[src/sv/assert_macros.svh]
// Assertion macros used by the RTL file of the block lace parser.
`ifndef ASSERT_MACROS_SVH
`define ASSERT_MACROS_SVH
`ifndef SYNTHESIS
`define ASSERT_PROP(lbl, clk, rstn, prop) \
    lbl: assert property (@(posedge clk) disable iff (!rstn) prop) \
        else $error("assertion failed");
`define ASSERT_NEVER(lbl, clk, rstn, cond) \
    lbl: assert property (@(posedge clk) disable iff (!rstn) !(cond)) \
        else $error("forbidden condition seen");
`else
`define ASSERT_PROP(lbl, clk, rstn, prop)
`define ASSERT_NEVER(lbl, clk, rstn, cond)
`endif
`endif

[src/sv/mkvlace_pkg.sv]
// Types and constants of the Matroska block lace parser.
package mkvlace_pkg;

    typedef enum logic [13:0] {
        ST_READY     = 14'b00000000000001,
        ST_DECODE    = 14'b00000000000010,
        ST_PTS       = 14'b00000000000100,
        ST_XIPH      = 14'b00000000001000,
        ST_DADD      = 14'b00000000010000,
        ST_DSUB      = 14'b00000000100000,
        ST_LSUM      = 14'b00000001000000,
        ST_OV1       = 14'b00000010000000,
        ST_OV2       = 14'b00000100000000,
        ST_EMIT_LACE = 14'b00001000000000,
        ST_EMIT_REST = 14'b00010000000000,
        ST_FSUB      = 14'b00100000000000,
        ST_DIV       = 14'b01000000000000,
        ST_EMIT_FIX  = 14'b10000000000000
    } seq_state_t;

    typedef enum logic [8:0] {
        PH_IDLE       = 9'b000000001,
        PH_TRACK      = 9'b000000010,
        PH_TC_HI      = 9'b000000100,
        PH_TC_LO      = 9'b000001000,
        PH_FLAGS      = 9'b000010000,
        PH_COUNT      = 9'b000100000,
        PH_XIPH       = 9'b001000000,
        PH_EBML_FIRST = 9'b010000000,
        PH_EBML_DELTA = 9'b100000000
    } phase_t;

    localparam logic [1:0] LACE_NONE  = 2'd0;
    localparam logic [1:0] LACE_XIPH  = 2'd1;
    localparam logic [1:0] LACE_FIXED = 2'd2;
    localparam logic [1:0] LACE_EBML  = 2'd3;

    localparam logic [7:0]  XIPH_RUN  = 8'hFF;
    localparam int          CAP_BIT   = 40;
    localparam logic [40:0] SUM_CAP   = 41'h100_0000_0000;
    localparam logic [15:0] HDR_MAX   = 16'hFFFF;
    localparam logic [31:0] SIZE_MAX  = 32'hFFFF_FFFF;

endpackage

[src/sv/matroska_block_lace_parser.sv]
// Matroska block header parser that emits one record per coded lace size, a last record
// for the rest of the block, and a single record with a repeat count for fixed lacing.
// Header bytes are taken one request at a time. A plain header byte is accepted, then
// decoded; the timecode low byte also adds the timecode on the shared 64-bit adder.
// Each coded lace size takes the adder steps that apply to it (run or delta add, range
// subtract, running sum, two-step overrun check), then is loaded into the output register
// once that is free. Fixed lacing divides the remaining size by the frame count with a
// 32-step restoring division on the same adder (count byte accept, decode, start subtract, 32 steps, load).
// The output register holds a finished record while the next byte is taken.
`include "assert_macros.svh"

module matroska_block_lace_parser #(
    parameter int VINT_MAX_BYTES = 8
) (
    input  logic               clk,
    input  logic               rst_n,
    input  logic               in_valid,
    output logic               in_stall,
    input  logic [7:0]         data_byte,
    input  logic               block_start,
    input  logic [31:0]        block_size,
    input  logic               is_simple,
    input  logic [47:0]        cluster_timecode,
    output logic               out_valid,
    input  logic               out_stall,
    output logic [55:0]        track_number,
    output logic signed [49:0] pts,
    output logic               keyframe,
    output logic [31:0]        frame_size,
    output logic [8:0]         repeat_count,
    output logic [15:0]        header_size,
    output logic               last_lace,
    output logic               status
);

    localparam logic [3:0] VMAX = 4'(VINT_MAX_BYTES);

    mkvlace_pkg::seq_state_t state_reg, state_next;
    mkvlace_pkg::phase_t     phase_reg, phase_next;

    logic [7:0]  b_reg, b_next;
    logic [55:0] vacc_reg, vacc_next;
    logic [3:0]  vleft_reg, vleft_next;
    logic [3:0]  vlen_reg, vlen_next;
    logic [55:0] track_reg, track_next;
    logic [49:0] pts_reg, pts_next;
    logic [7:0]  flags_reg, flags_next;
    logic [31:0] bsize_reg, bsize_next;
    logic [7:0]  laces_reg, laces_next;
    logic [63:0] lacc_reg, lacc_next;
    logic [40:0] lsum_reg, lsum_next;
    logic [15:0] hcnt_reg, hcnt_next;
    logic [63:0] tmp_reg, tmp_next;
    logic [63:0] lx_reg, lx_next;
    logic        neg_reg, neg_next;
    logic        lpath_reg, lpath_next;
    logic        over_reg, over_next;
    logic [31:0] rest_reg, rest_next;
    logic [8:0]  rep_reg, rep_next;
    logic [31:0] quot_reg, quot_next;
    logic [7:0]  rem_reg, rem_next;
    logic [4:0]  cnt_reg, cnt_next;
    logic        fbad_reg, fbad_next;

    logic        ov_reg, ov_next;
    logic [31:0] osize_reg, osize_next;
    logic [8:0]  orep_reg, orep_next;
    logic [15:0] ohdr_reg, ohdr_next;
    logic        olast_reg, olast_next;
    logic        ostat_reg, ostat_next;
    logic [55:0] otrack_reg, otrack_next;
    logic [49:0] opts_reg, opts_next;
    logic        okey_reg, okey_next;

    // Shared 64-bit adder.
    logic [63:0] alu_a, alu_b;
    logic        alu_cin;
    logic [64:0] alu_res;
    logic [63:0] alu_sum;
    logic        alu_cout;

    assign alu_res  = {1'b0, alu_a} + {1'b0, alu_b} + {64'd0, alu_cin};
    assign alu_sum  = alu_res[63:0];
    assign alu_cout = alu_res[64];

    logic        accept;
    logic        can_load;
    logic [15:0] tc;
    logic [5:0]  sh;
    logic [63:0] shift_mask;
    logic [3:0]  lz_len;
    logic [3:0]  v_len;
    logic [55:0] v_acc;
    logic [3:0]  v_left;
    logic        v_done;
    logic [7:0]  laces_dec;
    logic        x_cap;

    assign accept   = in_valid && !in_stall;
    assign in_stall = (state_reg != mkvlace_pkg::ST_READY);
    assign can_load = !ov_reg || !out_stall;
    assign tc       = {vacc_reg[7:0], b_reg};
    assign sh       = 6'(({2'b00, vlen_reg} * 6'd7) - 6'd1);
    assign shift_mask = ~({64{1'b1}} << sh);
    assign laces_dec  = laces_reg - 8'd1;
    assign x_cap      = |lx_reg[63:mkvlace_pkg::CAP_BIT];

    // Length of a variable-length integer from the position of its first set bit.
    always_comb
    begin
        lz_len = 4'd9;
        for (int i = 0; i < 8; i++)
        begin
            if (b_reg[i])
            begin
                lz_len = 4'(8 - i);
            end
        end
    end

    always_comb
    begin
        v_len  = vlen_reg;
        v_acc  = vacc_reg;
        v_left = vleft_reg;
        if (vleft_reg == 4'd0)
        begin
            if (lz_len > VMAX)
            begin
                v_len = VMAX;
                v_acc = '0;
            end
            else
            begin
                v_len = lz_len;
                v_acc = {48'd0, b_reg & (8'hFF >> lz_len)};
            end
            v_left = v_len - 4'd1;
        end
        else
        begin
            v_acc  = {vacc_reg[47:0], b_reg};
            v_left = vleft_reg - 4'd1;
        end
        v_done = (v_left == 4'd0);
    end

    // Operand selection for the shared adder.
    always_comb
    begin
        alu_a   = '0;
        alu_b   = '0;
        alu_cin = 1'b0;
        unique case (state_reg)
            mkvlace_pkg::ST_PTS:
            begin
                alu_a = {14'd0, pts_reg};
                alu_b = {{48{tc[15]}}, tc};
            end
            mkvlace_pkg::ST_XIPH:
            begin
                alu_a = lacc_reg;
                alu_b = {56'd0, b_reg};
            end
            mkvlace_pkg::ST_DADD:
            begin
                alu_a = lacc_reg;
                alu_b = {8'd0, vacc_reg};
            end
            mkvlace_pkg::ST_DSUB:
            begin
                alu_a   = tmp_reg;
                alu_b   = ~shift_mask;
                alu_cin = 1'b1;
            end
            mkvlace_pkg::ST_LSUM:
            begin
                alu_a = {23'd0, lsum_reg};
                alu_b = lx_reg;
            end
            mkvlace_pkg::ST_OV1:
            begin
                alu_a = {23'd0, lsum_reg};
                alu_b = {48'd0, hcnt_reg};
            end
            mkvlace_pkg::ST_OV2:
            begin
                alu_a   = {32'd0, bsize_reg};
                alu_b   = ~tmp_reg;
                alu_cin = 1'b1;
            end
            mkvlace_pkg::ST_FSUB:
            begin
                alu_a   = {32'd0, bsize_reg};
                alu_b   = ~{48'd0, hcnt_reg};
                alu_cin = 1'b1;
            end
            mkvlace_pkg::ST_DIV:
            begin
                alu_a   = {55'd0, rem_reg, quot_reg[31]};
                alu_b   = ~{55'd0, rep_reg};
                alu_cin = 1'b1;
            end
            default:
            begin
                alu_a = '0;
            end
        endcase
    end

    always_comb
    begin
        state_next = state_reg;
        phase_next = phase_reg;
        b_next     = b_reg;
        vacc_next  = vacc_reg;
        vleft_next = vleft_reg;
        vlen_next  = vlen_reg;
        track_next = track_reg;
        pts_next   = pts_reg;
        flags_next = flags_reg;
        bsize_next = bsize_reg;
        laces_next = laces_reg;
        lacc_next  = lacc_reg;
        lsum_next  = lsum_reg;
        hcnt_next  = hcnt_reg;
        tmp_next   = tmp_reg;
        lx_next    = lx_reg;
        neg_next   = neg_reg;
        lpath_next = lpath_reg;
        over_next  = over_reg;
        rest_next  = rest_reg;
        rep_next   = rep_reg;
        quot_next  = quot_reg;
        rem_next   = rem_reg;
        cnt_next   = cnt_reg;
        fbad_next  = fbad_reg;

        ov_next     = ov_reg && out_stall;
        osize_next  = osize_reg;
        orep_next   = orep_reg;
        ohdr_next   = ohdr_reg;
        olast_next  = olast_reg;
        ostat_next  = ostat_reg;
        otrack_next = otrack_reg;
        opts_next   = opts_reg;
        okey_next   = okey_reg;

        unique case (state_reg)
            mkvlace_pkg::ST_READY:
            begin
                if (accept)
                begin
                    b_next = data_byte;
                    if (block_start)
                    begin
                        phase_next = mkvlace_pkg::PH_TRACK;
                        vacc_next  = '0;
                        vleft_next = '0;
                        vlen_next  = '0;
                        track_next = '0;
                        pts_next   = {2'b00, cluster_timecode};
                        flags_next = {is_simple, 7'd0};
                        bsize_next = block_size;
                        laces_next = '0;
                        lacc_next  = '0;
                        lsum_next  = '0;
                        hcnt_next  = 16'd1;
                        state_next = mkvlace_pkg::ST_DECODE;
                    end
                    else if (phase_reg != mkvlace_pkg::PH_IDLE)
                    begin
                        if (hcnt_reg != mkvlace_pkg::HDR_MAX)
                        begin
                            hcnt_next = hcnt_reg + 16'd1;
                        end
                        state_next = mkvlace_pkg::ST_DECODE;
                    end
                end
            end
            mkvlace_pkg::ST_DECODE:
            begin
                state_next = mkvlace_pkg::ST_READY;
                unique case (phase_reg)
                    mkvlace_pkg::PH_TRACK:
                    begin
                        vacc_next  = v_acc;
                        vleft_next = v_left;
                        vlen_next  = v_len;
                        if (v_done)
                        begin
                            track_next = v_acc;
                            phase_next = mkvlace_pkg::PH_TC_HI;
                        end
                    end
                    mkvlace_pkg::PH_TC_HI:
                    begin
                        vacc_next  = {48'd0, b_reg};
                        phase_next = mkvlace_pkg::PH_TC_LO;
                    end
                    mkvlace_pkg::PH_TC_LO:
                    begin
                        state_next = mkvlace_pkg::ST_PTS;
                    end
                    mkvlace_pkg::PH_FLAGS:
                    begin
                        flags_next = b_reg & {flags_reg[7], 7'h7F};
                        if (b_reg[2:1] == mkvlace_pkg::LACE_NONE)
                        begin
                            lpath_next = 1'b0;
                            state_next = mkvlace_pkg::ST_OV1;
                        end
                        else
                        begin
                            phase_next = mkvlace_pkg::PH_COUNT;
                        end
                    end
                    mkvlace_pkg::PH_COUNT:
                    begin
                        laces_next = b_reg;
                        lacc_next  = '0;
                        if (flags_reg[2:1] == mkvlace_pkg::LACE_FIXED)
                        begin
                            rep_next   = {1'b0, b_reg} + 9'd1;
                            state_next = mkvlace_pkg::ST_FSUB;
                        end
                        else if (b_reg == 8'd0)
                        begin
                            lpath_next = 1'b0;
                            state_next = mkvlace_pkg::ST_OV1;
                        end
                        else if (flags_reg[2:1] == mkvlace_pkg::LACE_XIPH)
                        begin
                            phase_next = mkvlace_pkg::PH_XIPH;
                        end
                        else
                        begin
                            phase_next = mkvlace_pkg::PH_EBML_FIRST;
                        end
                    end
                    mkvlace_pkg::PH_XIPH:
                    begin
                        state_next = mkvlace_pkg::ST_XIPH;
                    end
                    mkvlace_pkg::PH_EBML_FIRST:
                    begin
                        vacc_next  = v_acc;
                        vleft_next = v_left;
                        vlen_next  = v_len;
                        if (v_done)
                        begin
                            lacc_next  = {8'd0, v_acc};
                            lx_next    = {8'd0, v_acc};
                            neg_next   = 1'b0;
                            phase_next = mkvlace_pkg::PH_EBML_DELTA;
                            lpath_next = 1'b1;
                            state_next = mkvlace_pkg::ST_LSUM;
                        end
                    end
                    mkvlace_pkg::PH_EBML_DELTA:
                    begin
                        vacc_next  = v_acc;
                        vleft_next = v_left;
                        vlen_next  = v_len;
                        if (v_done)
                        begin
                            state_next = mkvlace_pkg::ST_DADD;
                        end
                    end
                    default:
                    begin
                        phase_next = mkvlace_pkg::PH_IDLE;
                    end
                endcase
            end
            mkvlace_pkg::ST_PTS:
            begin
                pts_next   = alu_sum[49:0];
                phase_next = mkvlace_pkg::PH_FLAGS;
                state_next = mkvlace_pkg::ST_READY;
            end
            mkvlace_pkg::ST_XIPH:
            begin
                // The run length saturates at the sum cap.
                if (|alu_sum[63:mkvlace_pkg::CAP_BIT])
                begin
                    lacc_next = {23'd0, mkvlace_pkg::SUM_CAP};
                end
                else
                begin
                    lacc_next = alu_sum;
                end
                if (b_reg != mkvlace_pkg::XIPH_RUN)
                begin
                    lx_next    = lacc_next;
                    lacc_next  = '0;
                    neg_next   = 1'b0;
                    lpath_next = 1'b1;
                    state_next = mkvlace_pkg::ST_LSUM;
                end
                else
                begin
                    state_next = mkvlace_pkg::ST_READY;
                end
            end
            mkvlace_pkg::ST_DADD:
            begin
                tmp_next   = alu_sum;
                state_next = mkvlace_pkg::ST_DSUB;
            end
            mkvlace_pkg::ST_DSUB:
            begin
                lacc_next  = alu_sum;
                lx_next    = alu_sum;
                neg_next   = alu_sum[63];
                lpath_next = 1'b1;
                state_next = mkvlace_pkg::ST_LSUM;
            end
            mkvlace_pkg::ST_LSUM:
            begin
                if (neg_reg || x_cap || (|alu_sum[63:mkvlace_pkg::CAP_BIT]))
                begin
                    lsum_next = mkvlace_pkg::SUM_CAP;
                end
                else
                begin
                    lsum_next = alu_sum[40:0];
                end
                state_next = mkvlace_pkg::ST_OV1;
            end
            mkvlace_pkg::ST_OV1:
            begin
                tmp_next   = alu_sum;
                state_next = mkvlace_pkg::ST_OV2;
            end
            mkvlace_pkg::ST_OV2:
            begin
                // A borrow out of the subtraction means the header and laces overrun.
                over_next  = !alu_cout;
                rest_next  = alu_sum[31:0];
                state_next = lpath_reg ? mkvlace_pkg::ST_EMIT_LACE
                                       : mkvlace_pkg::ST_EMIT_REST;
            end
            mkvlace_pkg::ST_EMIT_LACE:
            begin
                if (can_load)
                begin
                    ov_next     = 1'b1;
                    otrack_next = track_reg;
                    opts_next   = pts_reg;
                    okey_next   = flags_reg[7];
                    if (neg_reg)
                    begin
                        osize_next = '0;
                    end
                    else if (|lx_reg[63:32])
                    begin
                        osize_next = mkvlace_pkg::SIZE_MAX;
                    end
                    else
                    begin
                        osize_next = lx_reg[31:0];
                    end
                    orep_next  = 9'd1;
                    ohdr_next  = '0;
                    olast_next = 1'b0;
                    ostat_next = over_reg;
                    laces_next = laces_dec;
                    state_next = (laces_dec == 8'd0) ? mkvlace_pkg::ST_EMIT_REST
                                                     : mkvlace_pkg::ST_READY;
                end
            end
            mkvlace_pkg::ST_EMIT_REST:
            begin
                if (can_load)
                begin
                    ov_next     = 1'b1;
                    otrack_next = track_reg;
                    opts_next   = pts_reg;
                    okey_next   = flags_reg[7];
                    osize_next  = over_reg ? 32'd0 : rest_reg;
                    orep_next   = 9'd1;
                    ohdr_next   = hcnt_reg;
                    olast_next  = 1'b1;
                    ostat_next  = over_reg;
                    phase_next  = mkvlace_pkg::PH_IDLE;
                    state_next  = mkvlace_pkg::ST_READY;
                end
            end
            mkvlace_pkg::ST_FSUB:
            begin
                if (!alu_cout)
                begin
                    fbad_next  = 1'b1;
                    quot_next  = '0;
                    state_next = mkvlace_pkg::ST_EMIT_FIX;
                end
                else
                begin
                    fbad_next  = 1'b0;
                    quot_next  = alu_sum[31:0];
                    rem_next   = '0;
                    cnt_next   = '0;
                    state_next = mkvlace_pkg::ST_DIV;
                end
            end
            mkvlace_pkg::ST_DIV:
            begin
                // One restoring step: the quotient bit is the carry of the trial subtract.
                rem_next  = alu_cout ? alu_sum[7:0] : {rem_reg[6:0], quot_reg[31]};
                quot_next = {quot_reg[30:0], alu_cout};
                cnt_next  = cnt_reg + 5'd1;
                if (cnt_reg == 5'd31)
                begin
                    state_next = mkvlace_pkg::ST_EMIT_FIX;
                end
            end
            mkvlace_pkg::ST_EMIT_FIX:
            begin
                if (can_load)
                begin
                    ov_next     = 1'b1;
                    otrack_next = track_reg;
                    opts_next   = pts_reg;
                    okey_next   = flags_reg[7];
                    osize_next  = quot_reg;
                    orep_next   = rep_reg;
                    ohdr_next   = hcnt_reg;
                    olast_next  = 1'b1;
                    ostat_next  = fbad_reg;
                    phase_next  = mkvlace_pkg::PH_IDLE;
                    state_next  = mkvlace_pkg::ST_READY;
                end
            end
            default:
            begin
                state_next = mkvlace_pkg::ST_READY;
            end
        endcase
    end

    always_ff @(posedge clk or negedge rst_n)
    begin
        if (!rst_n)
        begin
            state_reg  <= mkvlace_pkg::ST_READY;
            phase_reg  <= mkvlace_pkg::PH_IDLE;
            vacc_reg   <= '0;
            vleft_reg  <= '0;
            vlen_reg   <= '0;
            track_reg  <= '0;
            pts_reg    <= '0;
            flags_reg  <= '0;
            bsize_reg  <= '0;
            laces_reg  <= '0;
            lacc_reg   <= '0;
            lsum_reg   <= '0;
            hcnt_reg   <= '0;
            lpath_reg  <= 1'b0;
            cnt_reg    <= '0;
            ov_reg     <= 1'b0;
        end
        else
        begin
            state_reg  <= state_next;
            phase_reg  <= phase_next;
            vacc_reg   <= vacc_next;
            vleft_reg  <= vleft_next;
            vlen_reg   <= vlen_next;
            track_reg  <= track_next;
            pts_reg    <= pts_next;
            flags_reg  <= flags_next;
            bsize_reg  <= bsize_next;
            laces_reg  <= laces_next;
            lacc_reg   <= lacc_next;
            lsum_reg   <= lsum_next;
            hcnt_reg   <= hcnt_next;
            lpath_reg  <= lpath_next;
            cnt_reg    <= cnt_next;
            ov_reg     <= ov_next;
        end
    end

    always_ff @(posedge clk)
    begin
        b_reg      <= b_next;
        tmp_reg    <= tmp_next;
        lx_reg     <= lx_next;
        neg_reg    <= neg_next;
        over_reg   <= over_next;
        rest_reg   <= rest_next;
        rep_reg    <= rep_next;
        quot_reg   <= quot_next;
        rem_reg    <= rem_next;
        fbad_reg   <= fbad_next;
        osize_reg  <= osize_next;
        orep_reg   <= orep_next;
        ohdr_reg   <= ohdr_next;
        olast_reg  <= olast_next;
        ostat_reg  <= ostat_next;
        otrack_reg <= otrack_next;
        opts_reg   <= opts_next;
        okey_reg   <= okey_next;
    end

    assign out_valid    = ov_reg;
    assign track_number = otrack_reg;
    assign pts          = opts_reg;
    assign keyframe     = okey_reg;
    assign frame_size   = osize_reg;
    assign repeat_count = orep_reg;
    assign header_size  = ohdr_reg;
    assign last_lace    = olast_reg;
    assign status       = ostat_reg;

    `ASSERT_PROP(a_state_onehot, clk, rst_n, $onehot(state_reg))
    `ASSERT_PROP(a_mid_record, clk, rst_n,
        (out_valid && !last_lace) |-> (header_size == 16'd0 && repeat_count == 9'd1))
    `ASSERT_NEVER(a_div_count_idle, clk, rst_n, (state_reg != mkvlace_pkg::ST_DIV) && (cnt_reg != 5'd0))

endmodule

[config.mk]
export PLATFORM = sky130hd
export DESIGN_NAME = matroska_block_lace_parser
export DESIGN_NICKNAME = d
export VERILOG_FILES = /design/src/sv/mkvlace_pkg.sv /design/src/sv/matroska_block_lace_parser.sv
export VERILOG_INCLUDE_DIRS = /design/src /design/src/sv
export SDC_FILE = /design/constraint.sdc
export NUM_CORES = 2
export LEC_CHECK = 0
export ABC_AREA = 1
export BUFFER_PORTS_ARGS = -buffer_cell sky130_fd_sc_hd__buf_2
export CAP_MARGIN = 25
export CORE_MARGIN = 8
export CORE_UTILIZATION = 44
export DETAILED_ROUTE_END_ITERATION = 7
export PLACE_DENSITY = 0.58
export SYNTH_ARGS = -nofsm -noshare
export SYNTH_HDL_FRONTEND = slang
export SYNTH_SLANG_ARGS = --single-unit
[constraint.sdc]
create_clock -name clk -period 8.5 [get_ports clk]
set_input_delay 1.275 -clock clk [delete_from_list [all_inputs] [get_ports clk]]
set_output_delay 1.275 -clock clk [all_outputs]
set_load 0.05 [all_outputs]
==> metrics <==
status=complete, no violations; CP Launch Point=vlen_reg[1]; post-synthesis simple-gate area fraction=0.235; global-route wire length before repair=~260000 um; CTS Hold Bufs=0; WP depth=36; crit start category=register; core area=approximately 0.09 sq mm; RR Endpoint=lacc_reg[30]; Worst-Margin Slew=roughly 1.2 ns; synthesized area=between 0.04 and 0.05 sq mm; DR WL/cell=27.5 um; Yosys warning count=0; Rows=111; Die Y=~320 um; critical path fanouts, max=40; vias in the first global route=roughly 37000; area delta synth->final=14.2%; Max Slew Vio Count=0; PostCTS Resize Cnt=0; worst r2r src=vlen_reg[1]; largest cells by area after synthesis=edfxtp_1 (28%), dfrtp_1 (22%), nand2_1 (14%), inv_1 (6.2%), o21ai_0 (3.7%); Clock Sinks=750; port bufs=around 260; Tcrit/Tclk final=0.896; CP Data Required Time=just over 9 ns; count leader, synth=nand2_1; Starting Density=0.445; Syn Nets=between 5000 and 6000; largest net degree at the start of global routing=159; worst-skew pair later-pin latency=around 0.70 ns; drt via density=5.82; cell count after synthesis=between 4000 and 5000; most used cell, CP=nand2_1; GP Congestion=roughly 1.0; max reg flops=100; Pre-antenna DRT Iters=6; total negative slack=0 ns; leak pwr=roughly 21 nW; DRT antenna net count=0; gr usage total=0.340; die area=around 0.10 sq mm; PwrDens=roughly 250 mW/mm^2; Compound-Gate Fraction of Synth Area=0.131; post-synthesis mux area share=0.00123; slowest CP cell=nor2_2; skew final=~0.041 ns; die width=321 um; clk slew on worst S/H paths=roughly 0.060 ns; Remaining DRCs=0; Crit. End Element=register; TritonCTS buffer count=between 80 and 90; CP Buf/Inv Count=5; Max clock buf depth=3; critical path class=reg -> reg; Setup WS post-layout=~0.88 ns; setup bufs post-CTS=0; post-route total power=about 12 mW; largest family of logic cells by synthesized area=simple AND/OR/NAND/NOR gates; flops & latches, synth=between 700 and 800; Tmin final=roughly 7.6 ns; Netlist cell types=65; CTS tree=yes; Final nets=between 5000 and 6000; most common library cells after synthesis=nand2_1 (1575), inv_1 (677), edfxtp_1 (386), dfrtp_1 (362), nor2_1 (306); Synth Area in XOR/XNOR=0.0116; reg2reg setup slack=roughly 0.88 ns; Rel. slew slack=0.224; Clock Tree Root=clkbuf_16; class of the worst hold path=reg -> reg; DR iter-0 viols=5325; setup violators final=0; Post-synth EDFFs=386; Worst Setup EP=lacc_reg[30]; R2R depth=36; adder-cell share of the synthesized area=0.0265; routed wire length=approximately 180000 um; Mean Syn Cell Area=8.18 sq um; crit-path max cell delay=between 0.5 and 0.6 ns; asr flop ratio synth=0.485; final hold violation count=0; Place WS=about 1.1 ns; area leader, netlist=edfxtp_1; Overflow after GRT=0; Crit path max-delay family=simple AND/OR/NAND/NOR gates; Synth top area share=0.284; H-tree levels=3; Max-Cap Viols=0; RSZ-0062 raised after global routing=false; WHS=approximately 0.44 ns; CP arrival=between 8 and 9 ns; sequential area share after synthesis=0.507; io pins=~260; antenna violations before repair=10; VDD IR max=269 uV; Most used DFF post-synth=edfxtp_1; f_max=around 130 MHz; dpl hpwl=around 140000 um; DR vias=38085; layout cells sized above 1=0.117
[how the worst min path moves through the flow]
stage,startpoint,end,slack (ns),depth (start not counted)
final,pts_reg[17],pts[17],0.44,0
after CTS,track_reg[28],track_number[28],0.45,0
after global placement,track_reg[19],track_number[19],0.43,0
after global routing,pts_reg[16],pts[16],0.45,0
after floorplan,flags_reg[7],keyframe,0.42,0
after detailed placement,pts_reg[47],pts[47],0.43,0
[cells by family after synthesis]
kind of cell	Yosys count
DFF	750
AOI/OAI and AO/OA	840
and+or+nand+nor	2340
xor gates and xnor gates	54
muxes	5
adders and majority gates	84
buffers and inverters	917
[layout make-up]
class,count,area (sq um)
fillers,9020,45200
flip-flops and latches,750,20700
clock buffers,123,2480
well taps,1243,1560
inverters,706,2660
diodes,4,10.0
repair buffers,365,2240
clock inverters,34,329
multi-input cells,3323,16600
[metrics by stage]
step / util / area [sq um] / cells
4_1_cts: 0.507 / 46500 / 6540
6_report: 0.508 / 46600 / 6548
3_3_place_gp: 0.475 / 43600 / 6381
5_1_grt: 0.508 / 46600 / 6544
3_5_place_dp: 0.476 / 43700 / 6383
2_1_floorplan: - / 40800 / 4990
[power by group]
group          total [mW]  switching [mW]  internal, mW
clock                3.73            1.60          2.14
sequential           4.63           0.352          4.28
combinational        3.29            2.57         0.727
total                11.7            4.51          7.15
[per-layer routing]
| metal | GRT usage | vias up | part of all wire |
|---|---|---|---|
| li1 | - | 17084 | - |
| met1 | 0.443 | 18385 | 0.40 |
| met2 | 0.539 | 2132 | 0.45 |
| met3 | 0.0671 | 474 | 0.093 |
| met4 | 0.173 | 10 | 0.059 |
| met5 | 0 | - | 0.00032 |
[placed cells by master (no fill, tap or decap), types with 53 or more instances in the layout]
cell          n
inv_1       670
edfxtp_1    386
a221oi_1     53
nor2_1      304
clkbuf_16    89
a21oi_1     125
nand4_1      76
nand3_1     255
buf_2       260
o21ai_0     301
buf_4        94
dfrtp_1     362
ha_1         80
o22ai_1     101
nand2_1    1570
No activity file was read; power rests on OpenSTA's default activity.
